## src/zrot_pkg.sv

```systemverilog
// Shared types, constants and the arctangent table for the z-axis point rotator.
`timescale 1ns / 1ps
`default_nettype none

package zrot_pkg;

  localparam int COORD_W = 32;
  localparam int ANGLE_W = 16;
  localparam int GUARD_BITS = 8;
  localparam int WORK_W = COORD_W + GUARD_BITS + 2;
  localparam int RES_W = 34;
  localparam int CORDIC_STAGES_DEF = 16;
  localparam int MAX_STAGES = 32;

  // Reciprocal of the CORDIC gain, unsigned fraction over 2^32.
  localparam logic [31:0] INV_GAIN = 32'h9B74EDA8;

  localparam int CFG_INDEX_W = 2;
  localparam logic [CFG_INDEX_W-1:0] REG_START_X = 2'd0;
  localparam logic [CFG_INDEX_W-1:0] REG_START_Y = 2'd1;
  localparam logic [CFG_INDEX_W-1:0] REG_START_Z = 2'd2;

  // Arctangent of 2^-i in units of 2^-32 turn.
  localparam logic [31:0] ATAN_TURNS [0:MAX_STAGES-1] = '{
    32'd536870912, 32'd316933406, 32'd167458907, 32'd85004756,
    32'd42667331, 32'd21354465, 32'd10679838, 32'd5340245,
    32'd2670163, 32'd1335087, 32'd667544, 32'd333772,
    32'd166886, 32'd83443, 32'd41722, 32'd20861,
    32'd10430, 32'd5215, 32'd2608, 32'd1304,
    32'd652, 32'd326, 32'd163, 32'd81,
    32'd41, 32'd20, 32'd10, 32'd5,
    32'd3, 32'd1, 32'd1, 32'd0
  };

  typedef struct packed {
    logic [ANGLE_W-1:0] turn_angle;
    logic               final_angle;
  } in_item_t;

  typedef struct packed {
    logic signed [COORD_W-1:0] rot_x;
    logic signed [COORD_W-1:0] rot_y;
    logic signed [COORD_W-1:0] rot_z;
    logic                      final_point;
  } out_item_t;

endpackage

`default_nettype wire

```

## src/zrot_finish.sv

```systemverilog
// Guard-bit rounding, saturation and the result register.
`timescale 1ns / 1ps
`default_nettype none

module zrot_finish (
  input  wire logic                                clk,
  input  wire logic                                rst,
  input  wire logic                                in_valid,
  output logic                                     in_ready,
  input  wire logic signed [zrot_pkg::WORK_W-1:0]  x_in,
  input  wire logic signed [zrot_pkg::WORK_W-1:0]  y_in,
  input  wire logic signed [zrot_pkg::COORD_W-1:0] z_in,
  input  wire logic                                final_in,
  output logic                                     out_valid,
  input  wire logic                                out_ready,
  output zrot_pkg::out_item_t                      out_data
);
  import zrot_pkg::*;

  localparam int SH_W = WORK_W - GUARD_BITS;
  localparam logic signed [WORK_W-1:0] HALF = WORK_W'(1) << (GUARD_BITS - 1);

  function automatic logic [COORD_W-1:0] saturate(input logic [SH_W-1:0] v);
    logic [SH_W-COORD_W:0] top;
    begin
      top = v[SH_W-1:COORD_W-1];
      if (top == '0 || top == '1) begin
        saturate = v[COORD_W-1:0];
      end else if (v[SH_W-1]) begin
        saturate = {1'b1, {(COORD_W - 1){1'b0}}};
      end else begin
        saturate = {1'b0, {(COORD_W - 1){1'b1}}};
      end
    end
  endfunction

  logic signed [WORK_W-1:0] rx;
  logic signed [WORK_W-1:0] ry;

  assign rx       = x_in + HALF;
  assign ry       = y_in + HALF;
  assign in_ready = ~out_valid | out_ready;

  always_ff @(posedge clk) begin
    if (rst) begin
      out_valid <= 1'b0;
    end else if (in_ready) begin
      out_valid <= in_valid;
    end
    if (in_ready) begin
      out_data.rot_x       <= $signed(saturate(rx[WORK_W-1:GUARD_BITS]));
      out_data.rot_y       <= $signed(saturate(ry[WORK_W-1:GUARD_BITS]));
      out_data.rot_z       <= z_in;
      out_data.final_point <= final_in;
    end
  end

endmodule

`default_nettype wire

```

## config.mk

```make
export PLATFORM = sky130hd
export DESIGN_NAME = zrot_finish
export DESIGN_NICKNAME = d
export VERILOG_FILES = /design/src/zrot_pkg.sv /design/src/zrot_finish.sv
export SDC_FILE = /design/constraint.sdc
export NUM_CORES = 1
export LEC_CHECK = 0
export BUFFER_PORTS_ARGS = -buffer_cell sky130_fd_sc_hd__buf_2
export CAP_MARGIN = 20
export CORE_ASPECT_RATIO = 0.5
export CORE_UTILIZATION = 23
export CTS_CLUSTER_DIAMETER = 30
export DETAILED_ROUTE_END_ITERATION = 16
export REMOVE_ABC_BUFFERS = 1
export SYNTH_ARGS = -nofsm -noshare
export SYNTH_HDL_FRONTEND = slang
export SYNTH_SLANG_ARGS = --single-unit
```

## constraint.sdc

```tcl
create_clock -name clk -period 9.1 [get_ports clk]
set_clock_uncertainty 0.15 [all_clocks]
set_input_delay 0.91 -clock clk [delete_from_list [all_inputs] [get_ports clk]]
set_output_delay 0.91 -clock clk [all_outputs]
set_load 0.05 [all_outputs]
```

# Word level (Yosys, flattened, before mapping)
# Index checks and enable logic that the tools add are counted.
# word_totals
regBits	98
word_cells	19
# op_classes
addsub	2
eq_ne	2
muxes	4
bitwise_logic	2
reduce_logical	4
# ops
op	count
2-to-1 mux 32 bit	4
adder 42 x 9 -> 42 bit, second input constant	2
== test 3 bit, second input constant	2
logical NOT 3 bit	2
logical OR 1 bit	2
inverter 1 bit	1
OR 1 bit	1

# Depth between registers and ports, before layout
# logic_depth
word_depth	4
ltp_mapped	8

# Worst setup path before layout
# No wires, ideal clock.
# synth_path
path_kind	input to output
start	in out_ready
end	out in_ready
arrival_ns	3.631
slack_ns	4.409
cell_stages	1
path_buffers	0
cell_sequence	nand2b_1
# synth_via
elab_chain_cells	1
# synth_lines
item	line	text
start, declared	zrot_finish.sv:15	input wire logic out_ready,
OR 1 bit	zrot_finish.sv:42	assign in_ready = ~out_valid | out_ready;
end, declared	zrot_finish.sv:9	output logic in_ready,
# Every way passes these cells.

# Worst setup path after layout
# layout_path
start	in y_in[35] (netlist name)
end	reg out_data[40] (netlist name), data pin
# layout_via
elab_chain_cells	4
# layout_lines
item	line	text
start, declared	zrot_finish.sv:11	input wire logic signed [zrot_pkg::WORK_W-1:0] y_in,
adder 42 x 9 -> 42 bit (*)	zrot_finish.sv:41	assign ry = y_in + HALF;
== test 3 bit or logical NOT 3 bit (tied branches)	zrot_finish.sv:27	if (top == '0 || top == '1) begin
logical OR 1 bit	zrot_finish.sv:27	
2-to-1 mux 32 bit (*)	zrot_finish.sv:27	
end, declared	zrot_finish.sv:16	output zrot_pkg::out_item_t out_data
# Every way passes the cells marked *; elsewhere a longest branch is shown, timed or not.
# A chain may end at the register's enable or synchronous reset.

==> key figures <==
Die
  • Die W: 209 µm
  • Die height: 105 µm
  • Initial Utilization: 23.7%
  • Die area: 0.0220 mm²
  • Placeable Area: 0.0207 mm²
  • I/O pins: 220
  • # rows: 37

Global route
  • Vias in the first global route: 3931
  • Initial antenna violation count: 2
  • First-pass GRT wire length: 21700 µm
  • Grt ovf: 0
  • Global Route Usage Sum: 12.9%
  • Largest net degree at the start of global routing: 54

Power
  • Logic pwr share: 23.0%
  • Tot Pwr: 0.00122 W
  • Pwr Density: 185 mW/mm²
  • Leak: 2.56 nW
  • Int Pwr: 0.000820 W
  • Peak supply drop: 0.0000865 V
  • Sw Pwr: 0.000396 W
  • Switching share of power: 32.5%
  • Clk pwr share: 31.5%
  • Part of the power in registers: 45.6%

Logic synthesis
  • Predominant post-synthesis flop cell: edfxtp_1
  • Simple-gate share of the synthesized area: 16.5%
  • Seq/Total Area, Yosys: 59.6%
  • FFs w/ async S/R, synth: 0%
  • Synth Area in XOR/XNOR: 11.6%
  • Unique masters post-synth: 41
  • Post-synthesis mux area share: 0.203%
  • Synth Area in Compound Gates: 9.53%
  • Largest family of logic cells by synthesized area: simple AND/OR/NAND/NOR gates
  • Adder-cell share of the synthesized area: 0.508%
  • Syn Std Cell Area: 0.00492 mm²
  • Synth warn: 0
  • Mapped Cells: 424
  • Synth Area per Inst: 11.6 µm²
  • EDFF count, synth: 97
  • Synth Register Bits: 98

Timing
  • Setup violators final: 0
  • Max Clk Rate: 263 MHz
  • Worst slew margin: 31.0%
  • Final WS setup: 5.30 ns
  • Final Critical Period: 3.80 ns
  • RSZ-0062 raised after global routing: false
  • Final hold violation count: 0
  • Final Max Slew Viols: 0
  • Slew at the pin closest to its max-slew limit: 1.03 ns
  • Setup TNS: 0 ns
  • Min Hold Slack: 0.585 ns
  • Final period util: 41.8%

Cells and area
  • Nets: 751
  • Register area: 0.00293 mm²
  • Area of the multi-input gates: 0.00190 mm²
  • Fin util: 31.6%
  • Area growth syn-to-layout: 33.3%
  • FILL cells: 2168
  • Layout cells sized above 1: 36.7%

Clock tree
  • Worst skew pair latency: 0.34 ns
  • Root Buffer: clkbuf_16
  • Clk buf depth: 2
  • Post-CTS sizing: 0
  • Cts hold-fix bufs: 0
  • Clock Pin Slew Worst Setup and Hold Paths: 0.07 ns
  • CTS tree: yes
  • Post-CTS Setup Repair Bufs: 0
  • H-tree Lvls: 3
  • Clk sinks: 98
  • CTS Buf Count: 9

Worst setup path
  • Worst path required time: 9.14 ns
  • WS Path Type: input pin to flop
  • Crit start category: input pin
  • Worst r2r src: out_valid
  • Crit. End Element: flop
  • Critical Path AT: 3.84 ns
  • Crit path cell chain: buf_2 > and4_1 > nand4_1 > nor4_1 > xor2_1 > o21ai_1 > buf_4 > a21oi_1
  • Max incr delay on CP: 0.82 ns
  • Crit-path slowest cell: xor2_1
  • Reg2reg setup slack: 7.00 ns
  • Worst setup path startpoint: y_in[35]
  • Max FO, Critical Path: 16

Route
  • Final ANT Viol Nets: 0
  • Iteration-0 DRC Markers: 280
  • WL final: 14400 µm
  • # DRC: 0
  • DR vias: 4078
  • DR WL/cell: 15.9 µm
  • Vias/cell: 4.50
  • Initial DRT Pass Iterations: 5

Run
  • Max Cap Viol: 0

Placement
  • Setup WS pre-CTS: 4.95 ns
  • Dpl hpwl: 11100 µm
  • PortBufs: 205
  • RePlAce Congestion: 0.830

Worst hold path
  • Min-delay src: z_in[27]
  • Hold Path Class: input pin to flop

Status
  • Outcome: complete, no violations
==> metal layers <==
layer,up-vias,wire [µm],track usage [%]
li1,2000,-,-
met1,1984,6100,15.7
met2,80,7510,22.4
met3,14,572,3.19
met4,0,227,3.99
met5,-,0,0
==> power groups by stage <==
| stage | clock network, W | registers (W) | logic [W] |
|---|---|---|---|
| 2_1_floorplan | 0 | 0.000707 | 0.0000474 |
| 3_3_place_gp | 0 | 0.000563 | 0.000279 |
| 3_5_place_dp | 0 | 0.000565 | 0.000281 |
| 4_1_cts | 0.000395 | 0.000555 | 0.000282 |
| 5_1_grt | 0.000409 | 0.000558 | 0.000295 |
| 6_report | 0.000383 | 0.000554 | 0.000279 |
==> worst max-delay path, delay by kind of cell <==
kind,cells,cell delay [ns]
xor gates and xnor gates,1,0.82
AOI/OAI and AO/OA,2,0.76
and+or+nand+nor,3,0.86
buffers and inverters,2,0.48
==> flip-flops by register name (all words and copies together), names as in the netlist <==
signal,flops
out_data,97
out_valid,1
==> final timing paths <==
kind                            cells past startpoint            to
worst max-delay path                                8  out_data[40]
worst min register to register                      2     out_valid
worst min-delay path                                1  out_data[28]
worst max register to register                      2  out_data[11]
==> through the flow <==
step / std cells / cell area [µm²]
finish: 907 / 6560
global placement: 889 / 6260
CTS: 905 / 6550
global route: 907 / 6560
floorplan: 408 / 4850
detailed placement: 889 / 6260
==> cell families (layout without fill, tap and decap cells) <==
| group | after synthesis | after routing |
|---|---|---|
| simple gates | 144 | 144 |
| buf+inv | 25 | 234 |
| xor+xnor | 65 | 65 |
| flops | 98 | 98 |
| mux | 1 | 1 |
| other cells | 0 | 1 |
| fa+ha+maj | 2 | 2 |
| compound gates | 89 | 89 |
==> placed cells by master (no fill, tap or decap), types with 2 or more instances in the layout <==
master and count:
buf_4 4, xnor2_1 26, nor3_1 7, nand3_1 34, nand4_1 15, nand2_1 30
nor2b_1 2, a21oi_1 39, inv_1 9, and2_1 7, nand4b_1 2, clkbuf_16 9
nor4_4 2, clkinvlp_4 2, and3_1 13, nor4_1 5, edfxtp_1 97, clkinv_2 3
ha_1 2, nor2_1 12, and4_1 8, buf_2 205, o21ai_0 42, xor2_1 39
==> synthesized netlist by cell type, drive strengths merged (2+ instances only) <==
master	instances	area share [%]
and4	9	1.6
o21ai	43	4.4
edfxtp	97	59
and2	7	0.89
and3	13	1.7
buf	5	0.51
nor2	12	0.92
clkbuf	11	0.89
nand3	34	3.5
nand4	15	1.9
nand2	30	2.3
ha	2	0.51
xnor2	26	4.6
inv	9	0.69
nor2b	2	0.25
xor2	39	6.9
nor4	7	1.5
a21oi	39	4.0
nor3	7	0.71
nand4b	2	0.36
==> area by class of cell <==
| class | count | area share (%) |
|---|---|---|
| Inverter | 9 | 0.515 |
| Antenna cell | 1 | 0.0381 |
| Timing Repair Buffer | 209 | 16.1 |
| Sequential cell | 98 | 44.7 |
| Multi-Input combinational cell | 301 | 29.0 |
| Clock inverter | 7 | 1.05 |
| Clock buffer | 9 | 3.43 |
| Tap cell | 273 | 5.20 |
Power figures use the tool's default switching activity.
