<file path="src/zrot_pkg.sv">
// Shared types, constants and the arctangent table for the z-axis point rotator.
`timescale 1ns / 1ps
`default_nettype none

package zrot_pkg;

  localparam int COORD_W = 32;
  localparam int ANGLE_W = 16;
  localparam int GUARD_BITS = 8;
  localparam int WORK_W = COORD_W + GUARD_BITS + 2;
  localparam int RES_W = 34;
  localparam int CORDIC_STAGES_DEF = 16;
  localparam int MAX_STAGES = 32;

  // Reciprocal of the CORDIC gain, unsigned fraction over 2^32.
  localparam logic [31:0] INV_GAIN = 32'h9B74EDA8;

  localparam int CFG_INDEX_W = 2;
  localparam logic [CFG_INDEX_W-1:0] REG_START_X = 2'd0;
  localparam logic [CFG_INDEX_W-1:0] REG_START_Y = 2'd1;
  localparam logic [CFG_INDEX_W-1:0] REG_START_Z = 2'd2;

  // Arctangent of 2^-i in units of 2^-32 turn.
  localparam logic [31:0] ATAN_TURNS [0:MAX_STAGES-1] = '{
    32'd536870912, 32'd316933406, 32'd167458907, 32'd85004756,
    32'd42667331, 32'd21354465, 32'd10679838, 32'd5340245,
    32'd2670163, 32'd1335087, 32'd667544, 32'd333772,
    32'd166886, 32'd83443, 32'd41722, 32'd20861,
    32'd10430, 32'd5215, 32'd2608, 32'd1304,
    32'd652, 32'd326, 32'd163, 32'd81,
    32'd41, 32'd20, 32'd10, 32'd5,
    32'd3, 32'd1, 32'd1, 32'd0
  };

  typedef struct packed {
    logic [ANGLE_W-1:0] turn_angle;
    logic               final_angle;
  } in_item_t;

  typedef struct packed {
    logic signed [COORD_W-1:0] rot_x;
    logic signed [COORD_W-1:0] rot_y;
    logic signed [COORD_W-1:0] rot_z;
    logic                      final_point;
  } out_item_t;

endpackage

`default_nettype wire

</file>
<file path="src/zrot_prescale.sv">
// Quadrant fold of the angle and gain compensation of the start point, two register stages.
`timescale 1ns / 1ps
`default_nettype none

module zrot_prescale (
  input  wire logic                                clk,
  input  wire logic                                rst,
  input  wire logic                                in_valid,
  output logic                                     in_ready,
  input  wire logic [zrot_pkg::ANGLE_W-1:0]        angle,
  input  wire logic                                final_in,
  input  wire logic signed [zrot_pkg::COORD_W-1:0] start_x,
  input  wire logic signed [zrot_pkg::COORD_W-1:0] start_y,
  output logic                                     out_valid,
  input  wire logic                                out_ready,
  output logic signed [zrot_pkg::WORK_W-1:0]       x_out,
  output logic signed [zrot_pkg::WORK_W-1:0]       y_out,
  output logic signed [zrot_pkg::RES_W-1:0]        r_out,
  output logic                                     final_out
);
  import zrot_pkg::*;

  localparam int PROD_W = 64;
  localparam int DROP = 32 - GUARD_BITS;
  localparam int MAG_W = PROD_W - DROP;
  localparam logic [PROD_W-1:0] ROUND = PROD_W'(1) << (DROP - 1);

  logic [31:0] turn;
  logic [31:0] folded;
  logic        flip;
  logic [31:0] mag_x;
  logic [31:0] mag_y;

  logic                     vld_a;
  logic                     rdy_a;
  logic [PROD_W-1:0]        prod_x;
  logic [PROD_W-1:0]        prod_y;
  logic                     neg_x;
  logic                     neg_y;
  logic signed [RES_W-1:0]  res_a;
  logic                     final_a;

  logic                     rdy_b;
  logic [PROD_W-1:0]        rnd_x;
  logic [PROD_W-1:0]        rnd_y;
  logic [WORK_W-1:0]        ext_x;
  logic [WORK_W-1:0]        ext_y;

  assign turn   = {angle, {(32 - ANGLE_W){1'b0}}};
  assign flip   = turn[31] ^ turn[30];
  assign folded = {turn[31] ^ flip, turn[30:0]};
  assign mag_x  = start_x[COORD_W-1] ? 32'(-start_x) : 32'(start_x);
  assign mag_y  = start_y[COORD_W-1] ? 32'(-start_y) : 32'(start_y);

  assign rdy_b    = ~out_valid | out_ready;
  assign rdy_a    = ~vld_a | rdy_b;
  assign in_ready = rdy_a;

  always_ff @(posedge clk) begin
    if (rst) begin
      vld_a <= 1'b0;
    end else if (rdy_a) begin
      vld_a <= in_valid;
    end
    if (rdy_a) begin
      prod_x  <= {32'b0, mag_x} * {32'b0, INV_GAIN};
      prod_y  <= {32'b0, mag_y} * {32'b0, INV_GAIN};
      neg_x   <= start_x[COORD_W-1] ^ flip;
      neg_y   <= start_y[COORD_W-1] ^ flip;
      res_a   <= {{(RES_W - 32){folded[31]}}, folded};
      final_a <= final_in;
    end
  end

  assign rnd_x = prod_x + ROUND;
  assign rnd_y = prod_y + ROUND;
  assign ext_x = {{(WORK_W - MAG_W){1'b0}}, rnd_x[PROD_W-1:DROP]};
  assign ext_y = {{(WORK_W - MAG_W){1'b0}}, rnd_y[PROD_W-1:DROP]};

  always_ff @(posedge clk) begin
    if (rst) begin
      out_valid <= 1'b0;
    end else if (rdy_b) begin
      out_valid <= vld_a;
    end
    if (rdy_b) begin
      x_out     <= neg_x ? -$signed(ext_x) : $signed(ext_x);
      y_out     <= neg_y ? -$signed(ext_y) : $signed(ext_y);
      r_out     <= res_a;
      final_out <= final_a;
    end
  end

endmodule

`default_nettype wire

</file>
<file path="config.mk">
export PLATFORM = sky130hd
export DESIGN_NAME = zrot_prescale
export DESIGN_NICKNAME = d
export VERILOG_FILES = /design/src/zrot_pkg.sv /design/src/zrot_prescale.sv
export SDC_FILE = /design/constraint.sdc
export NUM_CORES = 2
export LEC_CHECK = 0
export BUFFER_PORTS_ARGS = -buffer_cell sky130_fd_sc_hd__buf_2
export CAP_MARGIN = 40
export CORE_UTILIZATION = 45
export CTS_CLUSTER_DIAMETER = 200
export DETAILED_ROUTE_END_ITERATION = 12
export GPL_ROUTABILITY_DRIVEN = 0
export HOLD_SLACK_MARGIN = 0.05
export PLACE_DENSITY = 0.76
export SLEW_MARGIN = 20
export SYNTH_ARGS = -nofsm -noshare
export SYNTH_HDL_FRONTEND = slang
export SYNTH_SLANG_ARGS = --single-unit
</file>
<file path="constraint.sdc">
create_clock -name clk -period 9.6 [get_ports clk]
set_input_delay 0.96 -clock clk [delete_from_list [all_inputs] [get_ports clk]]
set_output_delay 0.96 -clock clk [all_outputs]
set_load 0.01 [all_outputs]
</file>
-- Yosys cells after proc, flatten, opt, wreduce, memory -nomap -nowiden
Cells that the tools add are included.
- $add $sub $neg: 6
- $mul: 2
- multiplexer cells: 4
- bitwise gates (word level): 8
- operators with widths (operator ; count):
    adder 64 x 24 -> 64 bit (second input constant) ; 2
    multiplier 32 x 29 -> 61 bit (second input constant) ; 2
    negator 40 -> 42 bit ; 2
    two-way mux 40 bit ; 2
    two-way mux 32 bit ; 2
    negator 32 bit ; 2
    bitwise XOR 1 bit ; 4
    NOT 1 bit ; 2
    OR 1 bit ; 2
- register bits: 244
- input bits: 85
- output and inout bits: 121
- word-level logic and storage cells: 34

-- Longest topological paths before layout
- word-level depth: 3
- gate-level depth with buffers: 38
- gate-level depth less buffers: 38

-- Worst setup path after synthesis
OpenSTA, ideal clock, no wires.
- path kind: input port to flip-flop
- start point: in start_x[4] (netlist bit)
- end point: reg prod_x[63] (data pin)
- library setup time: 267 ps
- data arrival time: 10095 ps
- data required time: 9333 ps
- setup slack: -762 ps
- stages: 31
- path buffers: 0
- cell sequence: or4_1 or3_1 or3_1 or3_1 o31ai_1 xor2_1 inv_1 ha_1 fa_1 inv_1 fa_1 fa_1 fa_1 inv_1 fa_1 fa_1 inv_1 fa_1 inv_1 ha_1 a21oi_1 o21ai_0 a2111oi_0 o211a_1 nor2_1 o2bb2ai_1 a311oi_1 o22ai_1 a311oi_1 o21a_1 o211ai_1
- longest elaborated chain between the ends: 3
- ends and longest elaborated chain (element ; RTL line ; source):
    start, declared ; zrot_prescale.sv:12 ; input wire logic signed [zrot_pkg::COORD_W-1:0] start_x,
    negator 32 bit ; zrot_prescale.sv:52 ; assign mag_x = start_x[COORD_W-1] ? 32'(-start_x) : 32'(start_x);
    two-way mux 32 bit * ; zrot_prescale.sv:52 ;
    multiplier 32 x 29 -> 61 bit * ; zrot_prescale.sv:66 ; prod_x <= {32'b0, mag_x} * {32'b0, INV_GAIN};
    end signal, assigned ; zrot_prescale.sv:66 ;
    end, declared ; zrot_prescale.sv:36 ; logic [PROD_W-1:0] prod_x;
Every way passes the cells marked *; elsewhere a longest branch is shown, timed or not.
A chain may end at the register's enable or synchronous reset.

-- Worst setup path after layout
- start point: in start_y[3] (netlist bit)
- end point: reg prod_y[56] (data pin)
- longest elaborated chain between the ends: 3
- ends and longest elaborated chain (element ; RTL line ; source):
    start, declared ; zrot_prescale.sv:13 ; input wire logic signed [zrot_pkg::COORD_W-1:0] start_y,
    negator 32 bit ; zrot_prescale.sv:53 ; assign mag_y = start_y[COORD_W-1] ? 32'(-start_y) : 32'(start_y);
    two-way mux 32 bit * ; zrot_prescale.sv:53 ;
    multiplier 32 x 29 -> 61 bit * ; zrot_prescale.sv:67 ; prod_y <= {32'b0, mag_y} * {32'b0, INV_GAIN};
    end signal, assigned ; zrot_prescale.sv:67 ;
    end, declared ; zrot_prescale.sv:37 ; logic [PROD_W-1:0] prod_y;
Marked as above.

==> impl_results.md <==
* Run status: finished with violations
* Violated checks: negative setup slack
* First-pass GRT wire length at 191000 um
* Final hold vios at 0
* Nets at 6875
* Critical path class: input port to register
* Period minus WS final at 9.84 ns
* Largest net degree at the start of global routing at 66
* Max Transition Viols Final at 0
* Final setup violation count at 23
* GRT Total Usage at 22.9%
* Core area at 0.102 mm^2
* Fin crit share at 102%
* Slowest stage delay, CP at 0.56 ns
* First-pass DRT Iterations at 5
* Final WS setup at -0.236 ns
* Slowest CP cell: or4_4
* Via/cell ratio at 5.18
* Remaining Overflow, GRT at 0
* Chip width at 325 um
* Mapped Cells at 4489
* Clock root buffer: clkbuf_16
* Crit path launch type: input port
* Io pins at 206
* Design area at 0.0556 mm^2
* Count leader, synth: inv_1
* Ranking of synthesized cells by area: fa_1, ha_1, edfxtp_1
* Drt wl/cell at 18.8 um
* Layout Skew at 0.0167 ns
* Post-synth EDFFs at 202
* Antenna violations before repair at 0
* Synth top cells by count: inv_1, fa_1, ha_1
* Diode count at 0
* Slew margin rel. at 41.8%
* Longest Clk Path Bufs at 3
* P&R area growth vs syn at 18.8%
* Seq cells post-synth at 204
* Placed Area at 0.0533 mm^2
* XOR/XNOR share of the synthesized area at 6.16%
* DR vias at 34000
* Max-cap violations at 0
* Initial Utilization at 45.7%
* Die Ht at 325 um
* Hold/Removal Path Class: register to register
* Maximum clock frequency at 102 MHz
* Avg Synthesized Cell Area at 10.4 um^2
* Clock buffer count from CTS at 22
* Share of the synthesized area in the top cell type at 38.4%
* Worst EP required at 9.86 ns
* Synth unique cells at 81
* Post-synthesis mux area share at 0.184%
* Clock sink count at 204
* H-tree depth at 1
* Post-DP HPWL at 108000 um
* Register area share after synthesis at 13.0%
* Number of global-route vias before repair at 36000
* Compound-cell area share of the yosys netlist at 6.05%
* Worst-Margin Slew at 0.864 ns
* Main combinational cell family by area after synthesis: adder cells
* Fill cells at 8443
* Syn. warnings at 0
* Die Footprint at 0.105 mm^2
* Drt drc at 0
* Clock Latency Late Sink at 0.51 ns
* PortBufs at 189
* CP max FO at 4
* Top_reg_cell synth: edfxtp_1
* Clock-pin slew on the worst setup and hold paths at 0.06 ns
* Synthesized area at 0.0468 mm^2
* Row count at 117
* Pre-CTS worst setup slack at -0.956 ns
* Post-synthesis simple-gate area fraction at 6.31%
* Wirelength, routed at 123000 um
* Adder-cell area share of the yosys netlist at 57.5%
* Asr flop ratio synth at 0%
* Cts hold-fix bufs at 0
* Cell taking the most area after synthesis: fa_1
* Unrepaired setup endpoints after global routing: true
* Initial drt markers at 2317
* CP arrival at 10.09 ns
* Crit. End Element: register
* CTS tree: done
* Share of layout cells above drive strength 1 at 19.2%
* Antenna-violating nets left at 0
## final cells by class
type	instances	area, um^2	share of cell area [%]
multi-input combinational	2980	37300	67.1
sequential	204	6110	11.0
timing repair buffer	714	5060	9.10
inverter	1256	4720	8.49
tap	1368	1710	3.08
clock buffer	23	576	1.04
clock inverter	15	140	0.252
## final timing paths
kind	slack, ns	from	end	cells past startpoint
setup / recovery	-0.24	start_y[3]	prod_y[56]$_DFFE_PP_	36
hold / removal	0.42	res_a[17]$_DFFE_PP_	r_out[17]$_DFFE_PP_	0
setup reg to reg	5.05	prod_x[23]$_DFFE_PP_	x_out[37]$_DFFE_PP_	12
hold reg to reg	0.42	res_a[17]$_DFFE_PP_	r_out[17]$_DFFE_PP_	0
## cells in the final DEF (no fill, tap or decap), types with 29 or more instances in the layout
| cell | synthesis | routed |
|---|---|---|
| nand4_1 | 34 | 34 |
| nor2_1 | 93 | 90 |
| ha_4 | 0 | 39 |
| buf_4 | 18 | 496 |
| fa_1 | 899 | 880 |
| a21oi_1 | 113 | 85 |
| nand2_1 | 158 | 150 |
| xnor2_1 | 214 | 200 |
| inv_1 | 1256 | 1227 |
| xor2_1 | 115 | 101 |
| nor3_1 | 39 | 37 |
| edfxtp_1 | 202 | 202 |
| buf_2 | 3 | 186 |
| nand3_1 | 62 | 59 |
| and3_1 | 30 | 29 |
| a21o_1 | 66 | 66 |
| o21ai_0 | 103 | 84 |
| ha_1 | 713 | 669 |
## flip-flops by register name (all words and copies together), names as in the netlist
register,cells
final_a,1
final_out,1
neg_x,1
neg_y,1
out_valid,1
prod_x,41
prod_y,41
r_out,16
res_a,16
vld_a,1
x_out,42
y_out,42
## through the flow
step	hold WS [ns]	util, %	setup TNS [ns]	std cells
floorplan	0.400	-	-1.64	4504
global placement	0.401	52.0	-22.80	6476
detailed placement	0.406	52.0	-32.42	6478
CTS	0.420	53.1	-0.567	6528
global route	0.427	54.3	-8.96	6560
finish	0.421	54.3	-2.37	6560
## layer usage
layer,up-vias,GRT usage [%],share of wire [%]
li1,15400,-,-
met1,16900,29.5,40
met2,1297,39.5,49
met3,346,2.52,6.6
met4,0,8.76,4.8
met5,-,0,0
## kinds of logic after synthesis
family | Yosys count
other cells | 1
compound gates | 443
flops | 204
simple gates | 572
xor+xnor | 329
fa+ha+maj | 1612
buf+inv | 1320
mux | 8
## critical path: cells and delay by family
| kind | cells | cell delay, ns |
|---|---|---|
| fa+ha+maj | 9 | 3.79 |
| simple gates | 9 | 2.92 |
| compound gates | 6 | 1.21 |
| buf+inv | 10 | 0.93 |
| xor+xnor | 2 | 0.28 |
## repair_timing
| action | in CTS | in global routing |
|---|---|---|
| buffers inserted | 13 | 35 |
| resized for setup | 56 | 185 |
| endpoints found under the setup margin | 33 | 44 |
| pin swaps | 25 | 147 |
Power is not shown: default switching activity piles up to over one toggle a cycle in this logic, so the estimate is an artifact.
