$ cat src/zrot_pkg.sv
// Shared types, constants and the arctangent table for the z-axis point rotator.
`timescale 1ns / 1ps
`default_nettype none

package zrot_pkg;

  localparam int COORD_W = 32;
  localparam int ANGLE_W = 16;
  localparam int GUARD_BITS = 8;
  localparam int WORK_W = COORD_W + GUARD_BITS + 2;
  localparam int RES_W = 34;
  localparam int CORDIC_STAGES_DEF = 16;
  localparam int MAX_STAGES = 32;

  // Reciprocal of the CORDIC gain, unsigned fraction over 2^32.
  localparam logic [31:0] INV_GAIN = 32'h9B74EDA8;

  localparam int CFG_INDEX_W = 2;
  localparam logic [CFG_INDEX_W-1:0] REG_START_X = 2'd0;
  localparam logic [CFG_INDEX_W-1:0] REG_START_Y = 2'd1;
  localparam logic [CFG_INDEX_W-1:0] REG_START_Z = 2'd2;

  // Arctangent of 2^-i in units of 2^-32 turn.
  localparam logic [31:0] ATAN_TURNS [0:MAX_STAGES-1] = '{
    32'd536870912, 32'd316933406, 32'd167458907, 32'd85004756,
    32'd42667331, 32'd21354465, 32'd10679838, 32'd5340245,
    32'd2670163, 32'd1335087, 32'd667544, 32'd333772,
    32'd166886, 32'd83443, 32'd41722, 32'd20861,
    32'd10430, 32'd5215, 32'd2608, 32'd1304,
    32'd652, 32'd326, 32'd163, 32'd81,
    32'd41, 32'd20, 32'd10, 32'd5,
    32'd3, 32'd1, 32'd1, 32'd0
  };

  typedef struct packed {
    logic [ANGLE_W-1:0] turn_angle;
    logic               final_angle;
  } in_item_t;

  typedef struct packed {
    logic signed [COORD_W-1:0] rot_x;
    logic signed [COORD_W-1:0] rot_y;
    logic signed [COORD_W-1:0] rot_z;
    logic                      final_point;
  } out_item_t;

endpackage

`default_nettype wire

$ cat src/zrot_cordic_stage.sv
// One registered CORDIC micro-rotation stage.
`timescale 1ns / 1ps
`default_nettype none

module zrot_cordic_stage #(
  parameter int          SHIFT = 0,
  parameter logic [31:0] ATAN_STEP = 32'd0
) (
  input  wire logic                               clk,
  input  wire logic                               rst,
  input  wire logic                               in_valid,
  output logic                                    in_ready,
  input  wire logic signed [zrot_pkg::WORK_W-1:0] x_in,
  input  wire logic signed [zrot_pkg::WORK_W-1:0] y_in,
  input  wire logic signed [zrot_pkg::RES_W-1:0]  r_in,
  input  wire logic                               final_in,
  output logic                                    out_valid,
  input  wire logic                               out_ready,
  output logic signed [zrot_pkg::WORK_W-1:0]      x_out,
  output logic signed [zrot_pkg::WORK_W-1:0]      y_out,
  output logic signed [zrot_pkg::RES_W-1:0]       r_out,
  output logic                                    final_out
);
  import zrot_pkg::*;

  logic signed [WORK_W-1:0] dx;
  logic signed [WORK_W-1:0] dy;
  logic signed [RES_W-1:0]  step;

  assign dx       = y_in >>> SHIFT;
  assign dy       = x_in >>> SHIFT;
  assign step     = $signed({{(RES_W - 32){1'b0}}, ATAN_STEP});
  assign in_ready = ~out_valid | out_ready;

  always_ff @(posedge clk) begin
    if (rst) begin
      out_valid <= 1'b0;
    end else if (in_ready) begin
      out_valid <= in_valid;
    end
    if (in_ready) begin
      if (!r_in[RES_W-1]) begin
        x_out <= x_in - dx;
        y_out <= y_in + dy;
        r_out <= r_in - step;
      end else begin
        x_out <= x_in + dx;
        y_out <= y_in - dy;
        r_out <= r_in + step;
      end
      final_out <= final_in;
    end
  end

endmodule

`default_nettype wire

$ cat config.mk
export PLATFORM = sky130hd
export DESIGN_NAME = zrot_cordic_stage
export DESIGN_NICKNAME = d
export VERILOG_FILES = /design/src/zrot_pkg.sv /design/src/zrot_cordic_stage.sv
export SDC_FILE = /design/constraint.sdc
export NUM_CORES = 1
export LEC_CHECK = 0
export ABC_CLOCK_PERIOD_IN_PS = 8350
export BUFFER_PORTS_ARGS = -buffer_cell sky130_fd_sc_hd__buf_2
export CAP_MARGIN = 20
export CORE_MARGIN = 3
export CORE_UTILIZATION = 52
export DETAILED_ROUTE_END_ITERATION = 10
export GPL_TIMING_DRIVEN = 0
export PLACE_DENSITY_LB_ADDON = 0.3
export SYNTH_ARGS = -nofsm -noshare
export SYNTH_HDL_FRONTEND = slang
export SYNTH_SLANG_ARGS = --single-unit
$ cat constraint.sdc
create_clock -name clk -period 8.35 [get_ports clk]
set_input_delay 2.505 -clock clk [delete_from_list [all_inputs] [get_ports clk]]
set_output_delay 2.505 -clock clk [all_outputs]
set_load 0.05 [all_outputs]
Yosys cells after proc, flatten, opt, wreduce, memory -nomap -nowiden:

Cells that the tools add are included.

* register bits: 120
* output and inout port bits: 121

* add/subtract/negate cells: 3
* multiplexer cells: 2
* bitwise operators: 2

Operator list (number)
* two-way mux 42 bit: 2
* subtractor 42 bit: 2
* adder 42 bit: 1
* NOT 1 bit: 1
* OR 1 bit: 1

Logic depth before layout (Yosys ltp):

Gate-level depths: netlist of run 1.

* word-level depth: 2
* gate-level depth with buffers: 13
* mapped depth without buffers: 11

Least setup slack after synthesis of run 1:

No wires, ideal clock.

* path type: input-to-output
* start: input port out_ready
* end: output port in_ready
* arrival time: 5.724 ns
* data required time: 5.845 ns
* slack: 0.121 ns
* stages on the path: 1
* cells stage by stage: nand2b_1

* longest elaborated chain between the ends: 1

Ends and longest elaborated chain
* start: declaration: line zrot_cordic_stage.sv:18 `input wire logic out_ready,`
* OR 1 bit: line zrot_cordic_stage.sv:33 `assign in_ready = ~out_valid | out_ready;`
* end: declaration: line zrot_cordic_stage.sv:12 `output logic in_ready,`

Every way passes these cells.

Worst setup path in the final report of run 1:

Ends and elaborated chain as after synthesis.

==> results_dict.tcl, run 1 <==
set metrics [dict create \
    outcome "finished clean" \
    antenna_cells 0 \
    maxCapViolations 0 \
    cts_sinks 119 \
    slowest_delay_ns 0.53 \
    rsz0062_at_grt "no" \
    r2r_slack_ns 6.72 \
    clk_pin_slew_ns 0.06 \
    coreArea_um2 21100 \
    finalWorstSetupSlack_ns 1.94 \
    top_usage_layer "met2" \
    min_period_ns 6.41 \
    hp-start "out_valid" \
    cp-start-kind "input pin" \
    seq_area_frac_synth_pct 31.9 \
    crit_slowest_cell "nand2b_4" \
    gp_congestion 1.05 \
    ys_ff_latch 119 \
    cts_resized 0 \
    antenna_found_initial 0 \
    synth_edf_count 118 \
    utilization_pct 63.4 \
    drt.antenna.violating_nets 0 \
    setup_viol 0 \
    layout_commonest_cell "buf_2" \
    postCtsSetupBuffers 0 \
    dr.pass1.iters 6 \
    critPathLaunch "out_ready" \
    path_cells "buf_2, nand2b_4, buf_16, buf_2" \
    leakagePower_nw 5.92 \
    hpwl_mm 33.7 \
    combPwrFrac_pct 42.9 \
    maxSlewViolCount 0 \
    die_x_um 153 \
    r2r_cells 2 \
    switching_power_mw 1.23 \
    clk_latency_ns 0.43 \
    async_reset_ff_share_pct 0 \
    die_h_um 153 \
    fmax_ghz 0.156 \
    h-tree-depth 4 \
    start_util_pct 53.0 \
    grt_max_degree 75 \
    cts_tree "done" \
    clockBufferDepth 2 \
    finClkSkew_ns 0.0127 \
    die-area_um2 23300 \
    power.density_nw_per_um2 210 \
    syn_inst 1302 \
    min_to "out_valid" \
    drt-vias-per-instance 6.23 \
    synth_area_per_cell_um2 8.59 \
    swShare_pct 43.8 \
    gr-usage-all-layers_pct 35.6 \
    io_buffers 243 \
    crit_path_end_kind "primary output" \
    grt_use_met3_pct 7.07 \
    clkPwrFrac_pct 28.0 \
    dp_slack_ns 1.93 \
    grtUsageMet2_pct 56.1 \
    setup-tns-final_ns 0 \
    hold_viol 0 \
    nNetsFinal 1814 \
    cts_inserted_buffers 17 \
    grt-ovfl-total 0 \
    reg2reg_from "out_valid" \
    grt_pass1_vias 11327 \
    io_pins 244 \
    critPathRequiredTime_ns 5.85 \
    synth_nets 1551 \
    drive_gt1_share_pct 20.7 \
    syn2layout_area_growth_pct 19.7 \
    grt_pass1_wl_mm 65.1 \
    drt-wirelength-per-cell_um 23.1 \
    root_buffer "clkbuf_16" \
    drt_iter0_markers 1203 \
    min_path_cells 2 \
    path_class "in -> out" \
    synth_ff_type "edfxtp_1" \
    routed_wirelength_mm 42.9 \
    max_slew_margin_pct 27.6 \
    p_int_mw 1.58 \
    hold_class "reg -> reg" \
    final_cell_mix "buf_2, a21oi_1, inv_1" \
    yosysWarnings 0 \
    netlist_area_um2 11200 \
    seqPwrFrac_pct 29.1 \
    num-fill-cells 1853 \
    cts-hold-fix-buffers 0 \
    synth_cell_types 80 \
    power_mw 2.81 \
    path_max_fanout 74 \
    crit_top_cell "buf_2" \
    grt_util_met1_pct 47.8 \
    row_count 53 \
    arrival_ns 3.91 \
    drc 0 \
    worstMarginPinSlew_ns 1.09 \
    vias 11541 \
    r2r-end "y_out[32]" \
    vdd_drop_max_uv 178 \
    finalCritPeriodShare_pct 76.8 \
]
power by group through the flow:
stage	logic, mW	clock network, mW	registers [mW]
after detailed placement	1.18	0	0.831
after global routing	1.27	0.814	0.831
after global placement	1.17	0	0.830
final	1.20	0.787	0.819
after floorplan	0.462	0	1.22
after CTS	1.19	0.784	0.820
state kept, by name (all words and copies together), names as in the netlist:
name	cells
x_out	42
y_out	41
r_out	34
final_out	1
out_valid	1
area by class of cell:
class                   count  area (µm²)  share of cell area, %
plain buffers              58         258                   1.93
clock buffers              18         429                   3.21
clock inverters            14         174                   1.30
inverters                 129         484                   3.62
multi-input cells         996        6880                   51.4
flip-flops and latches    119        3560                   26.6
well taps                 275         344                   2.57
repair buffers            244        1240                   9.30
metrics by stage:
| step | hold slack [ns] | area, µm² | cells |
|---|---|---|---|
| 4_1_cts | 1.04 | 13400 | 1853 |
| 3_5_place_dp | 1.03 | 12800 | 1821 |
| 5_1_grt | 1.12 | 13400 | 1853 |
| 3_3_place_gp | 2.66 | 12700 | 1820 |
| 6_report | 1.02 | 13400 | 1853 |
| 2_1_floorplan | 2.57 | 11200 | 1302 |
routing by layer:
layer,part of all wire [%],vias up,wire [µm]
met5,0,-,0
met4,4.8,0,2060
met3,10,144,4350
met2,44,782,19100
met1,41,5383,17400
li1,-,5232,-
cells in the mapped netlist (all sizes together), types with 6 or more instances:
library cell	number	area, µm²
a21o	20	151
a21oi	163	823
o221ai	6	52.6
o21ai	111	559
o22ai	10	62.6
clkbuf	30	114
mux2i	20	200
o21a	14	105
nor3	37	190
nor4	10	62.6
ha	123	1540
o21bai	25	188
or3	7	43.8
nand4	26	163
a21boi	6	45.0
or2	7	43.8
edfxtp	118	3540
nor2	113	424
o211ai	16	130
nand2	60	225
nor2b	14	87.6
xnor2	70	613
inv	126	473
nand2b	12	75.1
o31ai	10	80.1
a211oi	18	140
nand3	16	80.1
o311ai	6	52.6
buf	28	144
xor2	9	78.8
kinds of logic after synthesis:
group	share of synthesized area, %
buf+inv	6.64
fa+ha+maj	14.3
xor+xnor	6.19
mux	1.89
flops	31.9
compound gates	25.5
simple gates	13.6
critical path: cells and delay by family:
kind	cells	cell delay (ns)
buf+inv	3	0.79
simple gates	1	0.53
how the worst max path moves through the flow:
| stage | to | slack [ns] | depth (start not counted) |
|---|---|---|---|
| floorplan | in_ready | 0.12 | 1 |
| global placement | in_ready | -1.25 | 3 |
| detailed placement | in_ready | 1.93 | 4 |
| CTS | in_ready | 1.93 | 4 |
| global route | in_ready | 1.84 | 4 |
| finish | in_ready | 1.94 | 4 |
Note: power is estimated with default switching activity, not from simulation.
==> run 2: changes to the inputs <==
--- a/config.mk
+++ b/config.mk
@@ -5,7 +5,7 @@
 export SDC_FILE = /design/constraint.sdc
 export NUM_CORES = 1
 export LEC_CHECK = 0
-export ABC_CLOCK_PERIOD_IN_PS = 8350
+export ABC_CLOCK_PERIOD_IN_PS = 6400
 export BUFFER_PORTS_ARGS = -buffer_cell sky130_fd_sc_hd__buf_2
 export CAP_MARGIN = 20
 export CORE_MARGIN = 3
==> constraint.sdc (replaced) <==
create_clock -name clk -period 6.4 [get_ports clk]
set_input_delay 1.92 -clock clk [delete_from_list [all_inputs] [get_ports clk]]
set_output_delay 1.92 -clock clk [all_outputs]
set_load 0.05 [all_outputs]
==> run 2 against run 1 <==
  * Largest cell class unchanged
  * Clock skew shrank 0.0033 ns
  * Critical endpoint is now y_out[26]
  * Die area is the same
  * Clock-buffer cell count down 1
  * Design area is essentially flat
==> results_dict.tcl, run 2 (synthesis results as in run 1) <==
set metrics [dict create \
    outcome "finished clean" \
    antenna_found_initial 0 \
    vias 11568 \
    leakagePower_nw 5.91 \
    die_h_um 153 \
    cp-start-kind "input pin" \
    num-fill-cells 1902 \
    crit_slowest_cell "o41ai_2" \
    nNetsFinal 1814 \
    root_buffer "clkbuf_16" \
    critPathRequiredTime_ns 6.56 \
    hold_class "reg -> reg" \
    dr.pass1.iters 7 \
    max_slew_margin_pct 30.0 \
    cts_inserted_buffers 17 \
    drt_iter0_markers 1165 \
    reg2reg_from "out_valid" \
    largestRegisters "x_out: 42 flops, y_out: 41 flops, r_out: 34 flops" \
    min_period_ns 5.06 \
    drt.antenna.violating_nets 0 \
    crit_buf_inv 3 \
    finalCritPeriodShare_pct 79.0 \
    path_max_fanout 10 \
    largest_reg_flops 42 \
    drt-wirelength-per-cell_um 23.3 \
    maxSlewViolCount 0 \
    finClkSkew_ns 0.00939 \
    grt_pass1_wl_mm 65.5 \
    gr-usage-all-layers_pct 35.9 \
    io_buffers 243 \
    hp-start "out_valid" \
    cts_resized 0 \
    path_cells "buf_2, inv_1, ha_1, buf_2, nor2_1, o311ai_1, a211oi_2, nor2_1, o41ai_2, a211oi_1, o21ai_1, o21ai_0, xor2_1" \
    cts-hold-fix-buffers 0 \
    grt_max_degree 71 \
    vdd_drop_max_uv 184 \
    path_class "in -> reg" \
    syn2layout_area_growth_pct 19.6 \
    critPathLaunch "x_in[6]" \
    coreArea_um2 21100 \
    top_register "x_out" \
    layout_commonest_cell "buf_2" \
    row_count 53 \
    start_util_pct 53.0 \
    drc 0 \
    arrival_ns 5.22 \
    die-area_um2 23300 \
    io_pins 244 \
    rsz0062_at_grt "no" \
    clk_pin_slew_ns 0.06 \
    placed_area_um2 12800 \
    setup_viol 0 \
    cts_tree "done" \
    fmax_ghz 0.198 \
    crit_path_end_kind "flop" \
    slowest_delay_ns 0.67 \
    routed_wirelength_mm 43.2 \
    hold_viol 0 \
    grt-ovfl-total 0 \
    regArea_um2 3560 \
    die_x_um 153 \
    maxCapViolations 0 \
    final_area_um2 13400 \
    hpwl_mm 34.0 \
    drive_gt1_share_pct 20.7 \
    cts_sinks 119 \
    final_cell_mix "buf_2, a21oi_1, inv_1" \
    grt_pass1_vias 11422 \
    multiInputGateArea_um2 6880 \
    h-tree-depth 4 \
    hold-worst-slack_ns 1.07 \
    clockBufferDepth 2 \
    power.density_nw_per_um2 273 \
    drt-vias-per-instance 6.24 \
    worstMarginPinSlew_ns 1.05 \
    clk_latency_ns 0.43 \
    gp_congestion 1.05 \
    cp_top_family "compound AO/OA/AOI/OAI gates" \
    postCtsSetupBuffers 0 \
]
run 2: changes by cell type in the layout (fill, tap and decap cells not counted), sizes merged:
cell,previous run,this run
clkbuf,48,47
clkinvlp,2,3
clkinv,9,8
bufinv,3,2
inv,129,131
diode,0,2
run 2: area by class of cell:
class | instances | area share [%]
clock inverter | 15 | 1.27
clock buffer | 17 | 3.18
multi-input combinational | 996 | 51.5
antenna | 2 | 0.0374
inverter | 129 | 3.62
sequential | 119 | 26.6
tap | 275 | 2.57
timing repair buffer | 244 | 9.30
buffer | 58 | 1.93
run 2: final timing paths:
kind               end  slack (ns)  cells past startpoint
max          y_out[26]        1.34                     13
min          out_valid        1.07                      2
max reg2reg  x_out[33]        4.73                      2
min reg2reg  out_valid        1.07                      2
run 2: worst register-to-register path: cells and delay by family, from the launching register on:
family | cells | cell delay, ns
buffers and inverters | 1 | 0.38
DFF | 1 | 0.33
and+or+nand+nor | 1 | 0.54
run 2: routing by layer:
layer  vias up  global-route usage (%)  routed length, µm
met4         0                    17.4               2380
met1      5392                    45.9              16900
met3       173                    8.69               4540
li1       5235                       -                  -
met5         -                       0                  0
met2       768                    57.3              19300
run 2: where the power goes:
part	switching, mW	internal [mW]
sequential	0.0329	1.03
clock	0.428	0.583
combinational	1.16	0.412
total	1.62	2.03
run 2: metrics by stage:
| stage | utilization [%] | std cells | setup TNS (ns) | power, mW | worst slack [ns] |
|---|---|---|---|---|---|
| floorplan | - | 1302 | 0 | 2.19 | 0.843 |
| global placement | 60.4 | 1820 | -0.124 | 2.61 | -0.124 |
| CTS | 63.4 | 1853 | 0 | 3.63 | 1.46 |
| detailed placement | 60.6 | 1821 | 0 | 2.62 | 1.06 |
| global route | 63.4 | 1853 | 0 | 3.79 | 1.16 |
| finish | 63.4 | 1855 | 0 | 3.65 | 1.34 |
==> run 3: changes to the inputs <==
--- a/config.mk
+++ b/config.mk
@@ -5,7 +5,8 @@
 export SDC_FILE = /design/constraint.sdc
 export NUM_CORES = 1
 export LEC_CHECK = 0
-export ABC_CLOCK_PERIOD_IN_PS = 6400
+export ABC_AREA = 1
+export ABC_CLOCK_PERIOD_IN_PS = 5110
 export BUFFER_PORTS_ARGS = -buffer_cell sky130_fd_sc_hd__buf_2
 export CAP_MARGIN = 20
 export CORE_MARGIN = 3
==> constraint.sdc (replaced) <==
create_clock -name clk -period 5.11 [get_ports clk]
set_input_delay 1.533 -clock clk [delete_from_list [all_inputs] [get_ports clk]]
set_output_delay 1.533 -clock clk [all_outputs]
set_load 0.05 [all_outputs]
==> run 3 against run 2 <==
  * Power up 29%
  * First-iteration DRC count up 54%
  * Die area up 29%
  * Non-clock buffer count fell by 1
  * Clock-buffer cell count is 1 higher
  * Highest routed layer unchanged
  * Largest cell class unchanged
  * Critical path type is now in -> out
  * Clock power grew 21%
==> results_dict.tcl, run 3 <==
set metrics [dict create \
    outcome "finished clean" \
    slowest_delay_ns 0.66 \
    synth_common_cells "nand2_1, inv_1, nand3_1" \
    maxCapViolations 0 \
    drt-vias-per-instance 5.51 \
    setup_viol 0 \
    worstMarginPinSlew_ns 1.10 \
    die_x_um 173 \
    layout_commonest_cell "nand2_1" \
    cts-hold-fix-buffers 0 \
    synth_cell_types 44 \
    leakagePower_nw 9.21 \
    r2r_slack_ns 3.53 \
    crit_slowest_cell "nand2_8" \
    antenna_cells 0 \
    cts_tree "done" \
    final_area_um2 16800 \
    drt.antenna.violating_nets 0 \
    die_h_um 173 \
    power.density_nw_per_um2 281 \
    grt_max_degree 121 \
    grt_pass1_vias 15193 \
    drt_iter0_markers 1798 \
    netlist_area_um2 14500 \
    critPathRequiredTime_ns 3.58 \
    crit_buf_inv 3 \
    io_pins 244 \
    synth_area_leaders "edfxtp_1, nand2_1, ha_1" \
    synth_ff_type "edfxtp_1" \
    min_path_cells 2 \
    nNetsFinal 2745 \
    swShare_pct 47.9 \
    cts_resized 0 \
    yosysTopAreaCell "edfxtp_1" \
    async_reset_ff_share_pct 0 \
    grt_pass1_wl_mm 86.0 \
    placed_area_um2 16200 \
    antenna_found_initial 1 \
    critPathLaunch "out_ready" \
    arrival_ns 2.81 \
    final_cells 2881 \
    clk_pin_slew_ns 0.07 \
    dp.cells 2849 \
    finClkSkew_ns 0.0131 \
    synth_nets 2483 \
    crit_path_end_kind "primary output" \
    combPwrFrac_pct 46.7 \
    rsz0062_at_grt "no" \
    cp_top_family "simple AND/OR/NAND/NOR gates" \
    maxSlewViolCount 0 \
    gr-usage-all-layers_pct 37.4 \
    coreArea_um2 27300 \
    row_count 60 \
    drive_gt1_share_pct 19.9 \
    syn_inst 2234 \
    hpwl_mm 47.4 \
    switching_power_mw 2.26 \
    cts_inserted_buffers 17 \
    synth_top_area_share_pct 24.4 \
    h-tree-depth 4 \
    max_slew_margin_pct 26.4 \
    r2r-end "x_out[12]" \
    routed_wirelength_mm 58.0 \
    drc 0 \
    crit_top_cell "buf_2" \
    cp-start-kind "input pin" \
    hold_class "in -> reg" \
    start_util_pct 53.4 \
    synth_area_per_cell_um2 6.51 \
    fmax_ghz 0.230 \
    largestRegisters "x_out: 42 flops, y_out: 41 flops, r_out: 34 flops" \
    vdd_drop_max_uv 165 \
    path_max_fanout 120 \
    cts_sinks 119 \
    postCtsSetupBuffers 0 \
    setup.worst_path.end "in_ready" \
    path_cells "buf_2, inv_1, nand2_8, buf_2" \
    dr.pass1.iters 6 \
    p_int_mw 2.45 \
    io_buffers 243 \
    finalCritPeriodShare_pct 85.0 \
    yosysMostFrequentCell "nand2_1" \
    r2r_cells 1 \
    reg2reg_from "out_valid" \
    regArea_um2 3560 \
    min_period_ns 4.35 \
    syn2layout_area_growth_pct 15.4 \
    final_cell_mix "nand2_1, inv_1, buf_2" \
    clkPwrFrac_pct 26.0 \
    clk_latency_ns 0.43 \
    die-area_um2 30000 \
    synth_edf_count 118 \
    seqPwrFrac_pct 27.3 \
    root_buffer "clkbuf_16" \
    largest_reg_flops 42 \
    hold_viol 0 \
    path_class "in -> out" \
    multiInputGateArea_um2 8970 \
    vias 15864 \
    clockBufferDepth 2 \
    drt-wirelength-per-cell_um 20.1 \
    path_depth 4 \
    power_mw 4.71 \
    top_register "x_out" \
    gp_congestion 1.03 \
    yosysWarnings 0 \
    num-fill-cells 2601 \
    grt-ovfl-total 0 \
    seq_area_frac_synth_pct 24.5 \
    ys_ff_latch 119 \
]
[run 3: cell count changes in the layout (fill, tap and decap cells not counted), moves of 42 or more]
| cell | change |
|---|---|
| nand2_2 | +42 |
| nand3_1 | +176 |
| a21oi_1 | -46 |
| xnor2_1 | -70 |
| inv_1 | +250 |
| nand2_1 | +690 |
[run 3: worst min path at each step]
stage,startpoint,to,slack [ns]
final,rst,out_valid,1.25
after CTS,rst,out_valid,1.25
after detailed placement,out_valid,out_valid,1.31
after global routing,rst,out_valid,1.25
after global placement,rst,out_valid,1.69
after floorplan,rst,out_valid,1.60
[run 3: metrics by stage]
stage	utilization, %	hold slack (ns)	setup TNS [ns]	setup WS (ns)
after floorplan	-	1.60	0	0.423
after global placement	59.6	1.69	-0.526	-0.526
after detailed placement	59.6	1.31	0	0.746
after CTS	61.6	1.25	0	0.746
after global routing	61.6	1.25	0	0.683
final	61.6	1.25	0	0.764
[run 3: cell families (layout without fill, tap and decap cells)]
kind of cell	after synthesis	in the layout	synth area share, %
flip-flops	119	119	24.5
XOR/XNOR	30	30	1.81
adder cells (fa/ha/maj)	126	126	11.0
AO/OA/AOI/OAI	257	257	10.3
buffers and inverters	453	728	13.9
AND/OR/NAND/NOR	1249	1249	38.5
[run 3: area by class of cell]
cell class / count / share of cell area, %
timing repair buffer: 243 / 7.24
buffer: 58 / 3.23
inverter: 395 / 8.83
clock buffer: 18 / 2.56
multi-input combinational: 1662 / 53.4
tap: 372 / 2.77
sequential: 119 / 21.2
clock inverter: 14 / 0.693
[run 3: routing by layer]
layer	routed length (µm)	up-vias	global-route usage [%]
met4	2320	0	14.2
met1	23700	7270	49.4
met2	26200	934	61.5
met5	0	-	0
li1	-	7528	-
met3	5830	132	6.46
[run 3: power by group through the flow]
stage / sequential [mW] / combinational (mW) / clock (mW)
2_1_floorplan: 1.81 / 1.02 / 0
3_3_place_gp: 1.30 / 2.11 / 0
3_5_place_dp: 1.31 / 2.15 / 0
4_1_cts: 1.29 / 2.15 / 1.22
5_1_grt: 1.30 / 2.34 / 1.26
6_report: 1.29 / 2.20 / 1.22
